## config.mk

```make
export PLATFORM = sky130hd
export DESIGN_NAME = fully_assoc_lru_cache_directory
export DESIGN_NICKNAME = d
export VERILOG_FILES = /design/src/design/falru_pkg.sv /design/src/design/falru_cell.sv /design/src/design/fully_assoc_lru_cache_directory.sv
export SDC_FILE = /design/constraint.sdc
export NUM_CORES = 2
export LEC_CHECK = 0
export BUFFER_PORTS_ARGS = -buffer_cell sky130_fd_sc_hd__buf_2
export CORE_MARGIN = 1
export CORE_UTILIZATION = 45
export DETAILED_ROUTE_END_ITERATION = 10
export PLACE_DENSITY = 0.74
export SETUP_SLACK_MARGIN = 0.1
export SYNTH_ARGS = -nofsm -noshare
export SYNTH_HDL_FRONTEND = slang
export SYNTH_SLANG_ARGS = --single-unit
```

## constraint.sdc

```tcl
create_clock -name clk -period 5.3 [get_ports clk]
set_input_delay 0.265 -clock clk [delete_from_list [all_inputs] [get_ports clk]]
set_output_delay 0.265 -clock clk [all_outputs]
set_load 0.01 [all_outputs]
```

## src/design/falru_pkg.sv

```systemverilog
// ----------------------------------------------------------------------------
// falru_pkg
// Shared types and constants of the fully associative LRU cache directory.
// ----------------------------------------------------------------------------
package falru_pkg;

    localparam int ENTRIES      = 16;
    localparam int OFFSET_WIDTH = 4;
    localparam int IDX_W        = 4;
    localparam int TAG_W        = 32 - OFFSET_WIDTH;

    typedef enum logic [1:0] {
        MODE_LOAD  = 2'd0,
        MODE_STORE = 2'd1,
        MODE_FLUSH = 2'd2,
        MODE_NONE  = 2'd3
    } mode_t;

    // command broadcast from the controller to every cell
    typedef struct packed {
        logic             lookup;     // compare tag, latch match
        logic             update;     // apply access to chosen entry
        logic             store;      // access is a store
        logic             flush_clr;  // clean entry at flush_idx
        logic [IDX_W-1:0] flush_idx;
        logic [IDX_W-1:0] sel_idx;    // entry chosen for the access
        logic [IDX_W-1:0] sel_rank;   // rank of chosen entry before update
        logic             miss;
        logic [TAG_W-1:0] tag;
    } cell_cmd_t;

    // state a cell reports back
    typedef struct packed {
        logic             valid;
        logic             dirty;
        logic             match;
        logic [IDX_W-1:0] rank;
        logic [TAG_W-1:0] tag;
    } cell_stat_t;

endpackage

```

## src/design/falru_cell.sv

```systemverilog
// ----------------------------------------------------------------------------
// falru_cell
// One directory entry: valid, dirty, tag and recency rank.
// ----------------------------------------------------------------------------
module falru_cell (
    input  logic                           clk,
    input  logic                           rst_n,
    input  logic [falru_pkg::IDX_W-1:0]    my_idx,
    input  falru_pkg::cell_cmd_t           cmd,
    output falru_pkg::cell_stat_t          stat
);
    import falru_pkg::*;

    logic             valid_reg;
    logic             dirty_reg;
    logic [TAG_W-1:0] tag_reg;
    logic [IDX_W-1:0] rank_reg;
    logic             match_reg;
    logic             chosen;

    assign chosen = (cmd.sel_idx == my_idx);

    always_ff @(posedge clk or negedge rst_n)
    begin
        if (!rst_n)
        begin
            valid_reg <= 1'b0;
            dirty_reg <= 1'b0;
            tag_reg   <= '0;
            rank_reg  <= my_idx;
            match_reg <= 1'b0;
        end
        else
        begin
            if (cmd.lookup)
                match_reg <= valid_reg && (tag_reg == cmd.tag);
            if (cmd.flush_clr && cmd.flush_idx == my_idx)
                dirty_reg <= 1'b0;
            if (cmd.update)
            begin
                if (chosen)
                begin
                    rank_reg <= IDX_W'(ENTRIES - 1);
                    if (cmd.miss)
                    begin
                        valid_reg <= 1'b1;
                        tag_reg   <= cmd.tag;
                    end
                    dirty_reg <= cmd.store || (dirty_reg && !cmd.miss);
                end
                else if (rank_reg > cmd.sel_rank)
                    rank_reg <= rank_reg - 1'b1;
            end
        end
    end

    assign stat = '{valid: valid_reg, dirty: dirty_reg, match: match_reg,
                    rank: rank_reg, tag: tag_reg};
endmodule

```

## src/design/fully_assoc_lru_cache_directory.sv

```systemverilog
// ----------------------------------------------------------------------------
// fully_assoc_lru_cache_directory
// Tag directory of a 16-entry fully associative write-back cache, LRU.
// ----------------------------------------------------------------------------
// A load or store gives a single result: the cells compare tags in S_LOOK,
// S_SEL picks the entry and updates every cell's rank, then the registered
// result strobe follows. A flush walks the entries one per cycle, giving a
// result for each dirty entry, or one result with last set if none is dirty.
// busy is high until the state returns to idle: in the cycle of a load or
// store result, or once a flush has walked the last entry. A new start is
// already taken then; results come on done, one cycle each, and cannot be held off.
module fully_assoc_lru_cache_directory (
    input  logic                              clk,
    input  logic                              rst_n,
    input  logic                              start,
    output logic                              busy,
    input  logic [1:0]                        mode,
    input  logic [31:0]                       address,
    output logic                              done,
    output logic                              hit,
    output logic [falru_pkg::IDX_W-1:0]       entry_index,
    output logic                              writeback,
    output logic [31:0]                       writeback_address,
    output logic                              fill,
    output logic [31:0]                       fill_address,
    output logic                              misaligned,
    output logic [31:0]                       hit_total,
    output logic [31:0]                       miss_total,
    output logic                              last
);
    import falru_pkg::*;

    typedef enum logic [1:0] {S_IDLE, S_LOOK, S_SEL, S_FLUSH} state_t;

    state_t           state_reg;
    logic [1:0]       mode_reg;
    logic [31:0]      addr_reg;
    logic [IDX_W-1:0] fidx_reg;
    logic             fany_reg;
    logic [31:0]      hits_reg, misses_reg;

    cell_cmd_t  cmd;
    cell_stat_t stat [ENTRIES];

    // selection from the cell status
    logic             any_hit, any_inv;
    logic [IDX_W-1:0] hit_idx, inv_idx, lru_idx, sel_idx;
    logic             sel_wb;

    // any dirty entry above index k
    function automatic logic later_dirty(input logic [IDX_W-1:0] k);
        logic r;
        r = 1'b0;
        for (int i = 0; i < ENTRIES; i++)
            if (IDX_W'(i) > k && stat[i].dirty)
                r = 1'b1;
        return r;
    endfunction

    genvar g;
    generate
        for (g = 0; g < ENTRIES; g++)
        begin : g_cell
            falru_cell u_cell (
                .clk    (clk),
                .rst_n  (rst_n),
                .my_idx (IDX_W'(g)),
                .cmd    (cmd),
                .stat   (stat[g])
            );
        end
    endgenerate

    always_comb
    begin
        any_hit = 1'b0;
        any_inv = 1'b0;
        hit_idx = '0;
        inv_idx = '0;
        lru_idx = '0;
        for (int i = ENTRIES - 1; i >= 0; i--)
        begin
            if (stat[i].match)
            begin
                any_hit = 1'b1;
                hit_idx = IDX_W'(i);
            end
            if (!stat[i].valid)
            begin
                any_inv = 1'b1;
                inv_idx = IDX_W'(i);
            end
            if (stat[i].rank == '0)
                lru_idx = IDX_W'(i);
        end
        sel_idx = any_hit ? hit_idx : (any_inv ? inv_idx : lru_idx);
        sel_wb  = !any_hit && stat[sel_idx].valid && stat[sel_idx].dirty;
    end

    always_comb
    begin
        cmd           = '0;
        cmd.tag       = addr_reg[31:OFFSET_WIDTH];
        cmd.sel_idx   = sel_idx;
        cmd.sel_rank  = stat[sel_idx].rank;
        cmd.miss      = !any_hit;
        cmd.store     = (mode_reg == MODE_STORE);
        cmd.flush_idx = fidx_reg;
        cmd.lookup    = (state_reg == S_LOOK);
        cmd.update    = (state_reg == S_SEL);
        cmd.flush_clr = (state_reg == S_FLUSH);
    end

    assign busy = (state_reg != S_IDLE);

    always_ff @(posedge clk or negedge rst_n)
    begin
        if (!rst_n)
        begin
            state_reg  <= S_IDLE;
            mode_reg   <= '0;
            addr_reg   <= '0;
            fidx_reg   <= '0;
            fany_reg   <= 1'b0;
            hits_reg   <= '0;
            misses_reg <= '0;
            done       <= 1'b0;
            hit        <= 1'b0;
            entry_index <= '0;
            writeback  <= 1'b0;
            writeback_address <= '0;
            fill       <= 1'b0;
            fill_address <= '0;
            misaligned <= 1'b0;
            hit_total  <= '0;
            miss_total <= '0;
            last       <= 1'b0;
        end
        else
        begin
            done <= 1'b0;
            case (state_reg)
                S_IDLE:
                begin
                    if (start)
                    begin
                        mode_reg <= mode;
                        addr_reg <= address;
                        fidx_reg <= '0;
                        fany_reg <= 1'b0;
                        if (mode == MODE_FLUSH)
                            state_reg <= S_FLUSH;
                        else if (mode != MODE_NONE)
                            state_reg <= S_LOOK;
                    end
                end
                S_LOOK:
                    state_reg <= S_SEL;
                S_SEL:
                begin
                    done        <= 1'b1;
                    last        <= 1'b1;
                    hit         <= any_hit;
                    entry_index <= sel_idx;
                    writeback   <= sel_wb;
                    writeback_address <= sel_wb ?
                        {stat[sel_idx].tag, OFFSET_WIDTH'(0)} : 32'd0;
                    fill         <= !any_hit;
                    fill_address <= any_hit ? 32'd0 :
                        {addr_reg[31:OFFSET_WIDTH], OFFSET_WIDTH'(0)};
                    misaligned <= (mode_reg == MODE_LOAD) && (addr_reg[1:0] != 2'b00);
                    if (any_hit)
                    begin
                        if (hits_reg != '1)
                            hits_reg <= hits_reg + 1'b1;
                        hit_total <= (hits_reg != '1) ? hits_reg + 1'b1 : hits_reg;
                        miss_total <= misses_reg;
                    end
                    else
                    begin
                        if (misses_reg != '1)
                            misses_reg <= misses_reg + 1'b1;
                        miss_total <= (misses_reg != '1) ? misses_reg + 1'b1
                                                           : misses_reg;
                        hit_total <= hits_reg;
                    end
                    state_reg <= S_IDLE;
                end
                S_FLUSH:
                begin
                    // find whether a later entry is dirty to mark last
                    if (stat[fidx_reg].dirty)
                    begin
                        done        <= 1'b1;
                        hit         <= 1'b0;
                        entry_index <= fidx_reg;
                        writeback   <= 1'b1;
                        writeback_address <= {stat[fidx_reg].tag, OFFSET_WIDTH'(0)};
                        fill        <= 1'b0;
                        fill_address <= '0;
                        misaligned  <= 1'b0;
                        hit_total   <= hits_reg;
                        miss_total  <= misses_reg;
                        last        <= !later_dirty(fidx_reg);
                        fany_reg    <= 1'b1;
                    end
                    if (fidx_reg == IDX_W'(ENTRIES - 1))
                    begin
                        state_reg <= S_IDLE;
                        if (!fany_reg && !stat[fidx_reg].dirty)
                        begin
                            done        <= 1'b1;
                            hit         <= 1'b0;
                            entry_index <= '0;
                            writeback   <= 1'b0;
                            writeback_address <= '0;
                            fill        <= 1'b0;
                            fill_address <= '0;
                            misaligned  <= 1'b0;
                            hit_total   <= hits_reg;
                            miss_total  <= misses_reg;
                            last        <= 1'b1;
                        end
                    end
                    else
                        fidx_reg <= fidx_reg + 1'b1;
                end
                default:
                    state_reg <= S_IDLE;
            endcase
        end
    end
endmodule
```

-- Word-level counts from Yosys, hierarchy flattened
Index checks and enable logic that the tools add are counted.
- register bits: 803
- input bits: 37
- word-level logic and storage cells: 624
- add/subtract/negate cells: 19
- magnitude comparators: 34
- equal/unequal tests: 59
- mux-type cells: 247
- bitwise operators: 3
- reductions and logical operators: 164
- operator list (cell ; count):
    two-way mux 32 bit ; 18
    equality test 28 bit ; 16
    two-way mux 4 bit ; 87
    binary-select mux 35 bit (select 4 bit) ; 2
    one-hot mux 32 bit (2 select lines) ; 4
    two-way mux 1 bit ; 118
    logical NOT 4 bit ; 18
    two-way mux 35 bit ; 2
    logical AND 1 bit ; 68
    two-way mux 34 bit ; 2
    adder 32 x 1 -> 32 bit, second input constant ; 2
    equality test 4 bit, second input constant ; 16
    > comparator 4 bit ; 16
    inequality test 32 bit, second input constant ; 2
    subtractor 4 x 1 -> 4 bit, second input constant ; 16
    AND reduction 3 bit ; 19
    nonzero test 2 bit ; 20
    AND reduction 2 bit ; 17
    equality test 4 x 3 -> 1 bit, second input constant ; 8
    > comparator 4 bit, first input constant ; 8
    equality test 4 x 2 -> 1 bit, second input constant ; 4
    > comparator 3 x 4 -> 1 bit, first input constant ; 4
    logical OR 1 bit ; 16
    one-hot mux 4 bit (2 select lines) ; 2
    16 further kinds ; 41

-- Logic depth before layout (Yosys ltp)
- word-level depth: 27
- mapped depth: 26

-- Worst setup path before layout
OpenSTA, ideal clock, no wires.
- kind: register to register
- start: reg g_cell[12].u_cell.rank_reg[0]
- end: reg g_cell[8].u_cell.rank_reg[2]
- setup time: 0.140 ns
- arrival: 5.342 ns
- required time: 5.160 ns
- setup slack: -0.182 ns
- stages on the path, launching flop included: 25
- buffers on the path: 4
- period minus slack after synthesis: 5.482 ns
- cells stage by stage: dfrtp_1 > inv_1 > ha_1 > or3b_2 > o211ai_1 > a21boi_0 > o31a_1 > o211ai_1 > and2_1 > buf_4 > buf_2 > buf_2 > buf_2 > nand3_1 > a21oi_1 > a21oi_1 > o21ai_0 > ha_1 > o21a_1 > o21a_1 > o21ai_0 > inv_1 > a22o_1 > a21oi_1 > a41oi_1
- longest elaborated chain between the ends: 23
- elaborated cells on any way between the ends: 25
- ends and longest elaborated chain (element ; line ; RTL):
    from (decl) ; falru_cell.sv:17 ; logic [IDX_W-1:0] rank_reg;
    from (signal assigned) ; falru_cell.sv:30 ; rank_reg <= my_idx;
    from (signal assigned) ; falru_cell.sv:43 ; rank_reg <= IDX_W'(ENTRIES - 1);
    from (signal assigned) ; falru_cell.sv:52 ; rank_reg <= rank_reg - 1'b1;
    logical NOT 4 bit ; fully_assoc_lru_cache_directory.sv:93 ; if (stat[i].rank == '0)
    two-way mux 4 bit (13 in a row) ; fully_assoc_lru_cache_directory.sv:93 ;
    two-way mux 4 bit (2 in a row) ; fully_assoc_lru_cache_directory.sv:96 ; sel_idx = any_hit ? hit_idx : (any_inv ? inv_idx : lru_idx);
    inverter 4 -> 5 bit (not written as such) ; fully_assoc_lru_cache_directory.sv:105 ; cmd.sel_rank = stat[sel_idx].rank;
    binary-select mux 35 bit (select 4 bit) ; fully_assoc_lru_cache_directory.sv:105 ;
    two-way mux 35 bit (2 in a row) ; -- ;
    > comparator 4 bit ; falru_cell.sv:51 ; else if (rank_reg > cmd.sel_rank)
    nonzero test 2 bit (no line) ; -- ;
    AND reduction 2 bit (no line) ; -- ;
    to (signal assigned) ; falru_cell.sv:30 ;
    to (signal assigned) ; falru_cell.sv:43 ;
    to (signal assigned) ; falru_cell.sv:52 ;
    to (decl) ; falru_cell.sv:17 ;
Several ways; a longest one is shown, not always the timed one. The select of a mux whose other input is x is not followed.
A chain may end at the register's enable or synchronous reset.

-- Worst setup path after layout
- start: reg g_cell[9].u_cell.rank_reg[1]
- end: reg writeback_address[18]
- longest elaborated chain between the ends: 21
- ends and longest elaborated chain (element ; line ; RTL):
    from (decl) ; falru_cell.sv:17 ;
    from (signal assigned) ; falru_cell.sv:30 ;
    from (signal assigned) ; falru_cell.sv:43 ;
    from (signal assigned) ; falru_cell.sv:52 ;
    logical NOT 4 bit * ; fully_assoc_lru_cache_directory.sv:93 ;
    two-way mux 4 bit * (10 in a row) ; fully_assoc_lru_cache_directory.sv:93 ;
    two-way mux 4 bit * (2 in a row) ; fully_assoc_lru_cache_directory.sv:96 ;
    inverter 4 -> 5 bit (not written as such) * ; fully_assoc_lru_cache_directory.sv:97, fully_assoc_lru_cache_directory.sv:167 ;
    binary-select mux 35 bit (select 4 bit) * ; fully_assoc_lru_cache_directory.sv:97, fully_assoc_lru_cache_directory.sv:167 ;
    two-way mux 35 bit (not written as such) * (2 in a row) ; fully_assoc_lru_cache_directory.sv:167 ; {stat[sel_idx].tag, OFFSET_WIDTH'(0)} : 32'd0;
    logical AND 1 bit (2 in a row) ; fully_assoc_lru_cache_directory.sv:97 ; sel_wb = !any_hit && stat[sel_idx].valid && stat[sel_idx].dirty;
    two-way mux 32 bit * ; fully_assoc_lru_cache_directory.sv:166 ; writeback_address <= sel_wb ?
    one-hot mux 32 bit (2 select lines) * ; fully_assoc_lru_cache_directory.sv:142 ; case (state_reg)
    to (signal assigned) ; fully_assoc_lru_cache_directory.sv:166 ;
    to (signal assigned) ; fully_assoc_lru_cache_directory.sv:198 ; writeback_address <= {stat[fidx_reg].tag, OFFSET_WIDTH'(0)};
    to (decl) ; fully_assoc_lru_cache_directory.sv:23 ; output logic [31:0] writeback_address,
Every way passes the cells marked *; elsewhere a longest branch is shown, timed or not. The select of a mux whose other input is x is not followed.

==> impl_metrics.json <==
{
  "pwr-share-clk_pct": 17.4,
  "groute.usage.overall_pct": 34.1,
  "finClkSkew_ps": 40.0,
  "die_x_um": 332,
  "instances_no_fill": 6442,
  "required_ps": 5870,
  "dp_hpwl_um": 128000,
  "seq_power_share_pct": 24.1,
  "tightest_slew_ps": 1520,
  "synth.largest_area_cell": "dfrtp_1",
  "die_area_mm2": 0.110,
  "cts.sinks": 801,
  "nets": 5076,
  "antenna_found_initial": 19,
  "syn_avg_cell_area_um2": 9.98,
  "path_class": "flop to flop",
  "synthArstFlopShare_pct": 100,
  "setup_viol": 0,
  "cts_max_path_buffers": 3,
  "crit_arrival_ps": 5590,
  "areaGrowthSynthToFinish_pct": 13.2,
  "power_density_mw_per_mm2": 748,
  "max_cap_viol_count": 1,
  "synthCells": 4896,
  "wl_per_cell_um": 29.7,
  "peakVddDrop_mv": 0.802,
  "status": "finished with violations",
  "violations": "max-capacitance violations, max-slew violations",
  "fin_setup_tns_ps": 0,
  "nFillCells": 9479,
  "slew_violations": 2,
  "path_clk_slew_ps": 60,
  "rows": 120,
  "crit_fanout": 42,
  "routed_wl_um": 191000,
  "grt.overflow.total": 0,
  "drc": 0,
  "internal-power_w": 0.0207,
  "core_mm2": 0.107,
  "cts_tree": "yes",
  "p_sw_share_pct": 49.9,
  "switching_power_w": 0.0207,
  "seq_area_frac_synth_pct": 41.1,
  "drtAntennaViolNets": 0,
  "start_util_pct": 45.5,
  "ios": 176,
  "p_leak_nw": 23.9,
  "netlist_area_mm2": 0.0489,
  "relSlewSlack_pct": -1.97,
  "grt_pass1_vias": 39900,
  "finalHoldViolations": 0,
  "synth_edf_count": 0,
  "grt_pass1_wl_um": 278000,
  "gp_congestion": 1.11,
  "drive_above_1_share_pct": 22.8,
  "cts-root-buf": "clkbuf_16",
  "synth_warnings": 0,
  "ys_ff_latch": 801,
  "place_inst": 6227,
  "drt_pass1_iterations": 6,
  "period_minus_slack_ps": 5010,
  "cts.htree.levels": 3,
  "cts_buffers": 93,
  "fp.dieH_um": 332,
  "min_path_type": "input pin to asynchronous set/reset pin",
  "netlist.area_leader.share_pct": 39.4,
  "num_vias": 42100,
  "syn_nets": 5018,
  "first_iter_violations": 5860,
  "portBuffers": 173,
  "synth_cell_types": 89,
  "largest_reg_flops": 448,
  "grt_setup_unrepaired": "true",
  "grt_max_degree": 181,
  "cp-end-kind": "flop",
  "fin_crit_sh_pct": 94.6,
  "startpoint_type": "flop",
  "viasPerCell": 6.53,
  "comb_power_share_pct": 58.5,
  "synth-main-ff-cell": "dfrtp_1",
  "clock_latency_ps": 720,
  "synth.area.top_cells": "dfrtp_1 (39%), mux2_2 (10%), xnor2_1 (8.1%), nand2_1 (5.3%), mux2i_1 (3.9%)",
  "r2r_cells": 15,
  "max_freq_mhz": 199
}
## per-layer routing
metal	vias to the layer above	part of all wire, %	track usage [%]
met5	-	0.086	0.174
met4	24	8.7	24.8
met3	742	12	10.3
met2	2757	42	49.2
met1	20900	37	43.3
li1	17600	-	-
## final timing paths
path | from | end | slack [ps]
max | g_cell[9].u_cell.rank_reg[1] | writeback_address[18] | 290
min | rst_n | hits_reg[17] | 110
max reg2reg | g_cell[9].u_cell.rank_reg[1] | writeback_address[18] | 290
min reg2reg | hit | hit | 470
max in group asynchronous | rst_n | g_cell[11].u_cell.tag_reg[8] | 3710
min in group clk | address[19] | addr_reg[19] | 290
## power by group through the flow
| stage | logic [W] | registers, W | clock network (W) |
|---|---|---|---|
| finish | 0.0242 | 0.00996 | 0.00721 |
| CTS | 0.0232 | 0.00991 | 0.00728 |
| detailed placement | 0.0230 | 0.0100 | 0 |
| floorplan | 0.0149 | 0.00921 | 0 |
| global placement | 0.0226 | 0.00990 | 0 |
| global route | 0.0252 | 0.0102 | 0.00752 |
## stage by stage
step	hold WS [ps]	cell area, µm²	util [%]	total power [W]	setup WS [ps]
6_report	106	55300	51.5	0.0414	286
5_1_grt	135	55300	51.5	0.0429	83.7
4_1_cts	109	55300	51.5	0.0404	180
3_5_place_dp	270	51500	48.0	0.0330	194
3_3_place_gp	267	51500	48.0	0.0325	274
2_1_floorplan	-30.6	48900	-	0.0242	182
## final cells by class
cell class	instances	area, µm²	share of cell area [%]
multi-input cells	3608	26900	48.6
clock inverters	46	746	1.35
clock buffers	128	2700	4.88
diodes	6	15.0	0.0271
repair buffers	378	2830	5.11
flip-flops and latches	801	20100	36.3
inverters	72	270	0.489
well taps	1403	1760	3.17
## cells in the mapped netlist, types with 72 or more instances
cell        n
xnor2_1   451
buf_2      90
a21oi_1   165
nor2_1    117
clkbuf_1  248
dfrtp_1   769
o22ai_1   127
nand2_1   687
mux2i_1   191
nand3_1   307
nand4_1   113
ha_1       85
xor2_1    151
o21ai_0    72
mux2_2    447
## repair_timing
item | 4_1_cts | 5_1_grt
hold buffers | 34 | 0
hold endpoints to repair | 88 | 0
setup endpoints to repair | 0 | 50
resized for setup | 0 | 9
setup buffers | 0 | 1
## cells in the final DEF (no fill, tap or decap), drive strengths merged, types with 45 or more instances in the layout
cell    netlist  routed
a21oi       165     165
a22o         45      45
and3         47      47
buf         166     344
clkbuf      249     128
dfrtp       769     769
ha           85      85
inv          71      75
mux2        448     448
mux2i       191     191
mux4         66      66
nand2       687     687
nand3       310     310
nand4       113     113
nor2        123     123
nor3         61      61
nor4         64      64
o21ai       102     102
o221ai       65      65
o22ai       127     127
xnor2       451     451
xor2        151     151
## critical path, stage by stage (launching register included)
cell	delay, ps
dfrtp_1	430
inv_1	100
ha_1	190
nor3b_1	460
a21oi_1	130
a21boi_0	160
o31a_1	280
o211ai_1	240
and2_4	360
buf_4	610
buf_4	670
o211ai_1	170
a31oi_1	260
a211o_2	200
buf_4	380
o21ai_1	140
## logic make-up (layout without fill, tap and decap cells)
family / Yosys count / count (layout) / synth area share, %
xor gates and xnor gates: 602 / 602 / 10.8
adders and majority gates: 85 / 85 / 2.18
AOI/OAI and AO/OA: 679 / 679 / 9.38
DFF: 801 / 801 / 41.1
buffers and inverters: 487 / 624 / 4.32
muxes: 705 / 705 / 17.3
and+or+nand+nor: 1537 / 1537 / 15.0
other: 0 / 6 / 0
Power figures use the tool's default switching activity.
